<file path="src/hdl/orwa_pkg.sv">
`timescale 1ns / 1ps

package orwa_pkg;

  localparam int WINDOW      = 10;
  localparam int SAMPLE_BITS = 10;
  localparam int BAND_DIV    = 10;

  localparam int DATA_W   = ((SAMPLE_BITS + 7) / 8) * 8;
  localparam int CNT_W    = $clog2(WINDOW + 1);
  localparam int SUM_W    = SAMPLE_BITS + CNT_W;
  localparam int STEP_MAX = (WINDOW > SAMPLE_BITS) ? WINDOW : SAMPLE_BITS;
  localparam int STEP_W   = $clog2(STEP_MAX);

  // Reciprocal constants for exact division of an n-bit value by a constant d:
  // q = (x * ceil(2^(n+l) / d)) >> (n+l), with l = clog2(d).
  localparam int MEAN_SH = SUM_W + $clog2(WINDOW);
  localparam longint unsigned MEAN_MUL =
      ((64'd1 << MEAN_SH) + WINDOW - 1) / WINDOW;
  localparam int BAND_SH = SAMPLE_BITS + $clog2(BAND_DIV);
  localparam longint unsigned BAND_MUL =
      ((64'd1 << BAND_SH) + BAND_DIV - 1) / BAND_DIV;

  typedef struct packed {
    logic accept;
    logic calc_mean;
    logic calc_band;
    logic scan;
    logic div_init;
    logic div_step;
    logic load_out;
  } orwa_cmd_t;

  typedef struct packed {
    logic out_free;
  } orwa_status_t;

endpackage

</file>
<file path="src/hdl/orwa_ctrl.sv">
`timescale 1ns / 1ps

module orwa_ctrl (
  input  logic                  clk,
  input  logic                  rst_n,
  input  logic                  in_tvalid,
  output logic                  in_tready,
  input  orwa_pkg::orwa_status_t status,
  output orwa_pkg::orwa_cmd_t    cmd
);
  import orwa_pkg::*;

  typedef enum logic [6:0] {
    S_IDLE   = 7'b0000001,
    S_MEAN   = 7'b0000010,
    S_BAND   = 7'b0000100,
    S_SCAN   = 7'b0001000,
    S_PREP   = 7'b0010000,
    S_DIVIDE = 7'b0100000,
    S_DONE   = 7'b1000000
  } state_t;

  state_t            state_r, state_nxt;
  logic [STEP_W-1:0] step_r, step_nxt;

  always_comb begin
    state_nxt = state_r;
    step_nxt  = step_r;
    cmd       = '0;
    in_tready = 1'b0;
    case (state_r)
      S_IDLE: begin
        in_tready = 1'b1;
        if (in_tvalid) begin
          cmd.accept = 1'b1;
          state_nxt  = S_MEAN;
        end
      end
      S_MEAN: begin
        cmd.calc_mean = 1'b1;
        state_nxt     = S_BAND;
      end
      S_BAND: begin
        cmd.calc_band = 1'b1;
        step_nxt      = '0;
        state_nxt     = S_SCAN;
      end
      S_SCAN: begin
        cmd.scan = 1'b1;
        step_nxt = step_r + 1'b1;
        if (step_r == STEP_W'(WINDOW - 1)) begin
          state_nxt = S_PREP;
        end
      end
      S_PREP: begin
        cmd.div_init = 1'b1;
        step_nxt     = '0;
        state_nxt    = S_DIVIDE;
      end
      S_DIVIDE: begin
        cmd.div_step = 1'b1;
        step_nxt     = step_r + 1'b1;
        if (step_r == STEP_W'(SAMPLE_BITS - 1)) begin
          state_nxt = S_DONE;
        end
      end
      S_DONE: begin
        if (status.out_free) begin
          cmd.load_out = 1'b1;
          state_nxt    = S_IDLE;
        end
      end
      default: begin
        state_nxt = S_IDLE;
      end
    endcase
  end

  always_ff @(posedge clk) begin
    if (!rst_n) begin
      state_r <= S_IDLE;
      step_r  <= '0;
    end else begin
      state_r <= state_nxt;
      step_r  <= step_nxt;
    end
  end

endmodule

</file>
<file path="src/hdl/orwa_datapath.sv">
`timescale 1ns / 1ps

module orwa_datapath (
  input  logic                         clk,
  input  logic                         rst_n,
  input  logic [orwa_pkg::SAMPLE_BITS-1:0] sample,
  input  orwa_pkg::orwa_cmd_t           cmd,
  output orwa_pkg::orwa_status_t        status,
  output logic                         out_valid,
  input  logic                         out_ready,
  output logic [orwa_pkg::SAMPLE_BITS-1:0] out_value
);
  import orwa_pkg::*;

  localparam logic [SUM_W:0]       MeanMul = MEAN_MUL[SUM_W:0];
  localparam logic [SAMPLE_BITS:0] BandMul = BAND_MUL[SAMPLE_BITS:0];

  logic [SAMPLE_BITS-1:0] win_r [WINDOW];
  logic [SAMPLE_BITS-1:0] win_nxt [WINDOW];
  logic [SUM_W-1:0]       total_r;
  logic [SAMPLE_BITS-1:0] mean_r;
  logic [SAMPLE_BITS-1:0] band_r;
  logic [SUM_W-1:0]       kept_sum_r;
  logic [CNT_W-1:0]       kept_cnt_r;
  logic [SUM_W-1:0]       rem_r;
  logic [SUM_W-1:0]       dvs_r;
  logic [SAMPLE_BITS-1:0] quo_r;
  logic                   out_valid_r;
  logic [SAMPLE_BITS-1:0] out_value_r;

  logic [2*SUM_W:0]         mean_prod;
  logic [2*SAMPLE_BITS:0]   band_prod;
  logic [SAMPLE_BITS:0]     upper;
  logic [SAMPLE_BITS-1:0]   lower;
  logic [SAMPLE_BITS-1:0]   head;
  logic                     in_band;

  assign mean_prod = (2*SUM_W+1)'(total_r) * (2*SUM_W+1)'(MeanMul);
  assign band_prod = (2*SAMPLE_BITS+1)'(mean_r) * (2*SAMPLE_BITS+1)'(BandMul);

  assign head    = win_r[0];
  assign upper   = {1'b0, mean_r} + {1'b0, band_r};
  assign lower   = mean_r - band_r;
  assign in_band = ({1'b0, head} < upper) && (head > lower);

  // The window rotates during the scan so that every entry passes the head
  // once and the order is restored after a full turn.
  always_comb begin
    for (int i = 0; i < WINDOW; i++) begin
      win_nxt[i] = win_r[i];
    end
    if (cmd.accept || cmd.scan) begin
      for (int i = 0; i < WINDOW - 1; i++) begin
        win_nxt[i] = win_r[i+1];
      end
      win_nxt[WINDOW-1] = cmd.accept ? sample : win_r[0];
    end
  end

  always_ff @(posedge clk) begin
    if (!rst_n) begin
      for (int i = 0; i < WINDOW; i++) begin
        win_r[i] <= '0;
      end
      total_r <= '0;
    end else begin
      for (int i = 0; i < WINDOW; i++) begin
        win_r[i] <= win_nxt[i];
      end
      if (cmd.accept) begin
        total_r <= total_r + SUM_W'(sample) - SUM_W'(win_r[0]);
      end
    end
  end

  always_ff @(posedge clk) begin
    if (cmd.calc_mean) begin
      mean_r <= mean_prod[MEAN_SH +: SAMPLE_BITS];
    end
    if (cmd.calc_band) begin
      band_r     <= SAMPLE_BITS'(band_prod >> BAND_SH);
      kept_sum_r <= '0;
      kept_cnt_r <= '0;
    end
    if (cmd.scan && in_band) begin
      kept_sum_r <= kept_sum_r + SUM_W'(head);
      kept_cnt_r <= kept_cnt_r + 1'b1;
    end
    if (cmd.div_init) begin
      rem_r <= kept_sum_r;
      dvs_r <= SUM_W'(kept_cnt_r) << (SAMPLE_BITS - 1);
      quo_r <= '0;
    end
    if (cmd.div_step) begin
      if (rem_r >= dvs_r) begin
        rem_r <= rem_r - dvs_r;
        quo_r <= {quo_r[SAMPLE_BITS-2:0], 1'b1};
      end else begin
        quo_r <= {quo_r[SAMPLE_BITS-2:0], 1'b0};
      end
      dvs_r <= dvs_r >> 1;
    end
    if (cmd.load_out) begin
      out_value_r <= (kept_cnt_r == '0) ? '0 : quo_r;
    end
  end

  always_ff @(posedge clk) begin
    if (!rst_n) begin
      out_valid_r <= 1'b0;
    end else if (cmd.load_out) begin
      out_valid_r <= 1'b1;
    end else if (out_ready) begin
      out_valid_r <= 1'b0;
    end
  end

  assign status.out_free = !out_valid_r || out_ready;
  assign out_valid       = out_valid_r;
  assign out_value       = out_value_r;

endmodule

</file>
<file path="src/hdl/outlier_rejecting_window_average_core.sv">
`timescale 1ns / 1ps

// Outlier-rejecting window average.
// The input stream carries one unsigned sample per item in in_tdata (low bits);
// the output stream carries one filtered value per item in out_tdata.
// Each sample enters a window of the last WINDOW samples. The block takes the
// window mean, a band of mean/10 around it, and returns the mean of the
// samples lying strictly inside the band, or zero when none do.
// After an input is accepted, the block computes the mean and the band with
// two multiplies, scans the window entry by entry, sets up the divider, runs
// the bit-serial divider one result bit at a time and loads the output
// register. Items are handled one at a time: the next item is accepted only
// after the previous result has been loaded into the output register.
// in_tready is high only while the controller is idle. A result waits in the
// output register until taken; the next item is accepted meanwhile, and its
// own result is held back until the register is free.
// Reset clears the window to zeros and empties the output register.
module outlier_rejecting_window_average_core (
  input  logic                        clk,
  input  logic                        rst_n,
  input  logic                        in_tvalid,
  output logic                        in_tready,
  input  logic [orwa_pkg::DATA_W-1:0] in_tdata,   // sample
  output logic                        out_tvalid,
  input  logic                        out_tready,
  output logic [orwa_pkg::DATA_W-1:0] out_tdata   // filtered
);
  import orwa_pkg::*;

  orwa_cmd_t              cmd;
  orwa_status_t           status;
  logic [SAMPLE_BITS-1:0] out_value;

  orwa_ctrl u_ctrl (
    .clk       (clk),
    .rst_n     (rst_n),
    .in_tvalid (in_tvalid),
    .in_tready (in_tready),
    .status    (status),
    .cmd       (cmd)
  );

  orwa_datapath u_datapath (
    .clk       (clk),
    .rst_n     (rst_n),
    .sample    (in_tdata[SAMPLE_BITS-1:0]),
    .cmd       (cmd),
    .status    (status),
    .out_valid (out_tvalid),
    .out_ready (out_tready),
    .out_value (out_value)
  );

  assign out_tdata = DATA_W'(out_value);

endmodule

</file>
<file path="config.mk">
export PLATFORM = sky130hd
export DESIGN_NAME = outlier_rejecting_window_average_core
export DESIGN_NICKNAME = d
export VERILOG_FILES = /design/src/hdl/orwa_pkg.sv /design/src/hdl/orwa_ctrl.sv /design/src/hdl/orwa_datapath.sv /design/src/hdl/outlier_rejecting_window_average_core.sv
export SDC_FILE = /design/constraint.sdc
export NUM_CORES = 1
export LEC_CHECK = 0
export ABC_AREA = 1
export BUFFER_PORTS_ARGS = -buffer_cell sky130_fd_sc_hd__buf_4
export CAP_MARGIN = 30
export CORE_MARGIN = 3
export CORE_UTILIZATION = 60
export CTS_BUF_LIST = sky130_fd_sc_hd__clkbuf_8
export DETAILED_ROUTE_END_ITERATION = 16
export PLACE_DENSITY = 0.8
export SETUP_SLACK_MARGIN = 0.05
export SLEW_MARGIN = 20
export SYNTH_ARGS = -nofsm -noshare
export SYNTH_HDL_FRONTEND = slang
export SYNTH_SLANG_ARGS = --single-unit
</file>
<file path="constraint.sdc">
create_clock -name clk -period 5 [get_ports clk]
set_input_delay 0.75 -clock clk [delete_from_list [all_inputs] [get_ports clk]]
set_output_delay 0.75 -clock clk [all_outputs]
set_load 0.01 [all_outputs]
</file>
Word level (Yosys, flattened, before mapping)
Memories as Yosys holds them, arrays and structs flattened. Cells that the tools add are included.

$add $sub $neg: 8. Multiply operators: 2. $lt $le $gt $ge: 3. Equality and inequality tests: 12. Multiplexer cells: 44. Bitwise logic cells: 10. Reductions and logical operators: 13.

Operators with widths (count): two-way mux 10 bit (13); two-way mux 100 bit (1); two-way mux 14 bit (5); case mux 7 bit (7 select lines) (1); adder 14 x 10 -> 14 bit (2); multiplier 14 x 15 -> 28 bit, second input constant (1); two-way mux 7 bit (4); multiplier 10 x 11 -> 21 bit, second input constant (1); two-way mux 1 bit (15); greater-or-equal comparator 14 x 13 -> 1 bit (1); subtractor 14 x 10 -> 14 bit (1); subtractor 14 x 13 -> 14 bit (1); two-way mux 13 bit (1); two-way mux 12 bit (1); adder 10 x 7 -> 11 bit (1); less-than comparator 10 x 11 -> 1 bit (1); > comparator 10 bit (1); bitwise OR 1 bit (10); subtractor 10 x 7 -> 10 bit (1); adder 4 x 1 -> 4 bit, second input constant (2); two-way mux 4 bit (2); case mux 4 bit (2 select lines) (1); nonzero test 2 bit (4); == test 7 x 1 -> 1 bit, second input constant (1); 15 further kinds (20).

Flip-flop bits (word level): 108. RAM bits: 100. Input port bits: 20. Output and inout port bits: 18. Logic and storage cells: 106. Memories: 1.

Memory list: u_datapath.win_r (depth 10, bits a word 10, rd ports 10, clocked after Yosys merged registers in 0, write ports 10, line orwa_datapath.sv:18) `logic [SAMPLE_BITS-1:0] win_r [WINDOW];`.

Longest topological paths before layout
Depth in word-level cells: 5. Gate-level depth with buffers: 22. Depth with buffers taken out: 22.

Hierarchy
From an unflattened synthesis, not the netlist that was laid out.

Cells, all modules: 2248. Area total of the unflattened synthesis: 17489.3 µm².

By module, submodules not included: orwa_datapath (times used 1, cells an instance 2133, area an instance 16724.8 µm², seq. area each 4624.4 µm²); orwa_ctrl (times used 1, cells an instance 108, area an instance 715.7 µm², seq. area each 220.2 µm²); outlier_rejecting_window_average_core (times used 1, cells an instance 7, area an instance 48.8 µm², seq. area each 0.0 µm²).

Least setup slack after synthesis
Ideal clock, no wire load.

Path type: register -> register. Start: register u_datapath.total_r[12]. End: register u_datapath.mean_r[8], data pin. Setup time: 0.254 ns. Arrival time: 4.665 ns. Data required time: 4.746 ns. Path slack: 0.081 ns. Stages on the path, launching flop included: 22. Path buffers: 0. Period minus slack after synthesis: 4.919 ns. Cells stage by stage: dfxtp_1 -> inv_1 -> ha_1 -> inv_1 -> fa_1 -> fa_1 -> inv_1 -> fa_1 -> inv_1 -> fa_1 -> inv_1 -> fa_1 -> inv_1 -> ha_1 -> nand2_1 -> nor2_1 -> inv_1 -> nor2_1 -> nor2_1 -> or2_2 -> nand4_1 -> nand2_1.

Cells in the longest elaborated chain, start to end: 1.

RTL lines: start: declaration (line orwa_datapath.sv:20) `logic [SUM_W-1:0] total_r;`; start signal: assignment (line orwa_datapath.sv:71) `total_r <= total_r + SUM_W'(sample) - SUM_W'(win_r[0]);`; multiplier 14 x 15 -> 28 bit (line orwa_datapath.sv:38) `assign mean_prod = (2*SUM_W+1)'(total_r) * (2*SUM_W+1)'(MeanMul);`; net u_datapath.mean_prod[26] (line orwa_datapath.sv:31) `logic [2*SUM_W:0] mean_prod;`; end signal: assignment (line orwa_datapath.sv:78) `mean_r <= mean_prod[MEAN_SH +: SAMPLE_BITS];`; end: declaration (line orwa_datapath.sv:21) `logic [SAMPLE_BITS-1:0] mean_r;`.

The timed path passes the listed nets, and every way through them passes these cells. A chain may end at the register's enable or synchronous reset.

Worst setup path in the final report
Ends and elaborated chain as after synthesis.

==> results.sh <==
export IMPL_outcome="complete, no violations"
export IMPL_wl_per_cell_um=14.6
export IMPL_hpwlAfterDp_um=29800
export IMPL_synth_cell_type_count=47
export IMPL_viasPerCell=5.28
export IMPL_vias=13700
export IMPL_setup_viol=0
export IMPL_place_gp_congestion=0.952
export IMPL_multi_input_area_mm2=0.0106
export IMPL_die_w_um=174
export IMPL_ys_seq_area_share_pct=28.5
export IMPL_yosysMostFrequentCell="inv_1"
export IMPL_ys_top_cells_by_count="inv_1 (388), nor2_1 (329), nand2_1 (327)"
export IMPL_synth_compound_area_share_pct=9.88
export IMPL_start_util_pct=61.1
export IMPL_pin_count=38
export IMPL_totalPowerFinal_mw=12.6
export IMPL_rsz0062_at_grt="yes"
export IMPL_cts_buffers=35
export IMPL_syn_avg_cell_area_um2=7.92
export IMPL_fmax_ghz=0.206
export IMPL_postSynthCellCount=2149
export IMPL_std_cell_rows=61
export IMPL_synth_seq_cells=208
export IMPL_cts_path_max_buffers=3
export IMPL_fin_crit_ns=4.86
export IMPL_worst_ep_arrival_time_ns=5.13
export IMPL_die_area_mm2=0.0304
export IMPL_synthSimpleGateAreaFrac_pct=19.0
export IMPL_synth_edff_count=68
export IMPL_area_delta_synth_final_pct=8.82
export IMPL_synth_top_area_cell="ha_1"
export IMPL_grt_max_degree=105
export IMPL_power_density_mw_per_mm2=678
export IMPL_final_nets=2552
export IMPL_seqCellArea_mm2=0.00485
export IMPL_finalCritPeriodShare_pct=97.1
export IMPL_overflow=0
export IMPL_peakVddDrop_mv=0.549
export IMPL_grt_pass1_wl_um=63400
export IMPL_place_port_buffers=25
export IMPL_hold_violations=0
export IMPL_met3_usage_pct=3.52
export IMPL_p_leak_nw=9.71
export IMPL_cp_end_kind="register"
export IMPL_clk_pin_slew_worst_paths_ns=0.07
export IMPL_coreArea_mm2=0.0279
export IMPL_synth_xor_area_share_pct=2.83
export IMPL_hold_class="reg2reg"
export IMPL_synth_area_mm2=0.0170
export IMPL_fin_tns_setup_ns=0
export IMPL_ant_nets=0
export IMPL_synth_area_leaders="ha_1 (17%), dfxtp_1 (16%), fa_1 (12%)"
export IMPL_worst_slew_pin_slew_ns=0.899
export IMPL_cts_tree="done"
export IMPL_routed_wl_um=38000
export IMPL_critPathMaxFanout=3
export IMPL_yosys_mux_area_fraction_pct=0.118
export IMPL_antenna_found_initial=0
export IMPL_insertion_delay_ns=0.54
export IMPL_slew_viol_final=0
export IMPL_fillers=2290
export IMPL_die_h_um=174
export IMPL_place_area_mm2=0.0176
export IMPL_htree_num_levels=2
export IMPL_drive_gt1_share_pct=7.74
export IMPL_root_buffer="clkbuf_8"
export IMPL_grt_pass1_vias=13500
export IMPL_clock_skew_final_ns=0.0385
export IMPL_synth_fa_ha_area_share_pct=29.1
export IMPL_top_usage_layer="met2"
export IMPL_diodes=0
export IMPL_synthFlopType="dfxtp_1"
export IMPL_grt_usage_pct=25.0
export IMPL_first_iter_violations=887
export IMPL_holdBufCountCts=0
export IMPL_drc=0
export IMPL_yosysTopAreaCellShare_pct=17.0
export IMPL_yosys_warnings=0
export IMPL_async_flop_share_pct=0
export IMPL_synth_top_family_by_area="adder cells"
export IMPL_clock_sinks=208
export IMPL_crit_path_start_kind="register"
export IMPL_worst_setup_path_type="reg2reg"
export IMPL_slew_headroom_pct=40.0
export IMPL_gr_usage_met2_pct=42.6
export IMPL_maxCapViolCount=0
export IMPL_worstPathRequired_ns=5.28
export IMPL_stdcell_area_mm2=0.0185
export IMPL_grt_use_met1_pct=33.0
export IMPL_drt_pass1_iter_count=5
[per-layer routing]
metal	up-vias	wire, um
li1	6925	-
met3	70	1810
met1	6434	16900
met4	0	1040
met2	285	18200
met5	-	0
[final timing paths]
path / to / cells after the start / startpoint / slack [ns]
worst max register to register: u_datapath.mean_r[8] / 18 / u_datapath.total_r[12] / 0.14
worst max-delay path: u_datapath.mean_r[8] / 18 / u_datapath.total_r[12] / 0.14
worst min-delay path: u_datapath.win_r[0][59] / 2 / u_datapath.win_r[0][69] / 0.47
worst min register to register: u_datapath.win_r[0][59] / 2 / u_datapath.win_r[0][69] / 0.47
[sequential cells by signal (all words and copies together) (netlist names), 10 cells and up]
| name | count |
|---|---|
| u_datapath.out_value | 10 |
| u_datapath.mean_r | 10 |
| u_datapath.rem_r | 14 |
| u_datapath.win_r | 100 |
| u_datapath.total_r | 14 |
| u_datapath.quo_r | 10 |
| u_datapath.kept_sum_r | 14 |
| u_datapath.dvs_r | 13 |
[power breakdown]
| part | internal [mW] | switching, mW |
|---|---|---|
| clock network | 0.719 | 0.682 |
| registers | 2.02 | 0.143 |
| logic | 3.44 | 5.55 |
| total | 6.18 | 6.38 |
[kinds of logic after synthesis]
kind of cell	Yosys count
AOI/OAI and AO/OA	311
DFF	208
other	1
xor gates and xnor gates	55
and+or+nand+nor	793
muxes	2
buffers and inverters	445
adders and majority gates	334
[cells in the final DEF, fill, tap and decap left out, drive strengths merged, types with 4 or more instances in the layout]
master and count:
inv 408, nor2 330, nand2 330, ha 231, o21ai 151, dfxtp 140
a21oi 111, fa 103, nand3 78, edfxtp 68, buf 59, xor2 41
clkbuf 39, nand4 24, nor3 18, a21o 15, xnor2 14, o21bai 13
o211ai 8, conb 6, or2 5, clkinv 5, nor4 4
[metrics by stage]
stage               instances  hold slack [ns]  setup WS (ns)  util (%)
finish                   2599            0.474          0.145      66.4
global route             2599            0.487       -0.00332      66.4
CTS                      2597            0.473         0.0271      65.6
detailed placement       2537            0.466        -0.0629      63.3
global placement         2535            0.450        -0.0210      63.2
floorplan                2154            0.440         0.0813         -
[final cells by class]
type                       count  share of cell area, %
tap                          378                   2.56
timing repair buffer          59                   2.47
multi-input combinational   1501                   57.3
inverter                     393                   7.97
sequential                   208                   26.2
clock inverter                21                  0.554
clock buffer                  39                   2.90
[worst max-delay path: stages (launching register included)]
cell,delay (ns)
dfxtp_4,0.36
fa_2,0.52
inv_1,0.05
fa_1,0.53
fa_2,0.45
fa_1,0.52
inv_1,0.05
fa_1,0.51
fa_1,0.57
ha_4,0.22
nand2_1,0.08
inv_2,0.06
a21oi_2,0.15
nor2_1,0.05
nor2_1,0.14
or2_4,0.15
nand3_1,0.07
nand2_1,0.06
nand2_1,0.04
[what timing repair did]
| item | CTS | global route |
|---|---|---|
| setup buffers | 0 | 2 |
| resized for setup | 6 | 57 |
| endpoints found under the setup margin | 8 | 10 |
| pin swaps | 1 | 21 |
Note: power is estimated with default switching activity, not from simulation.
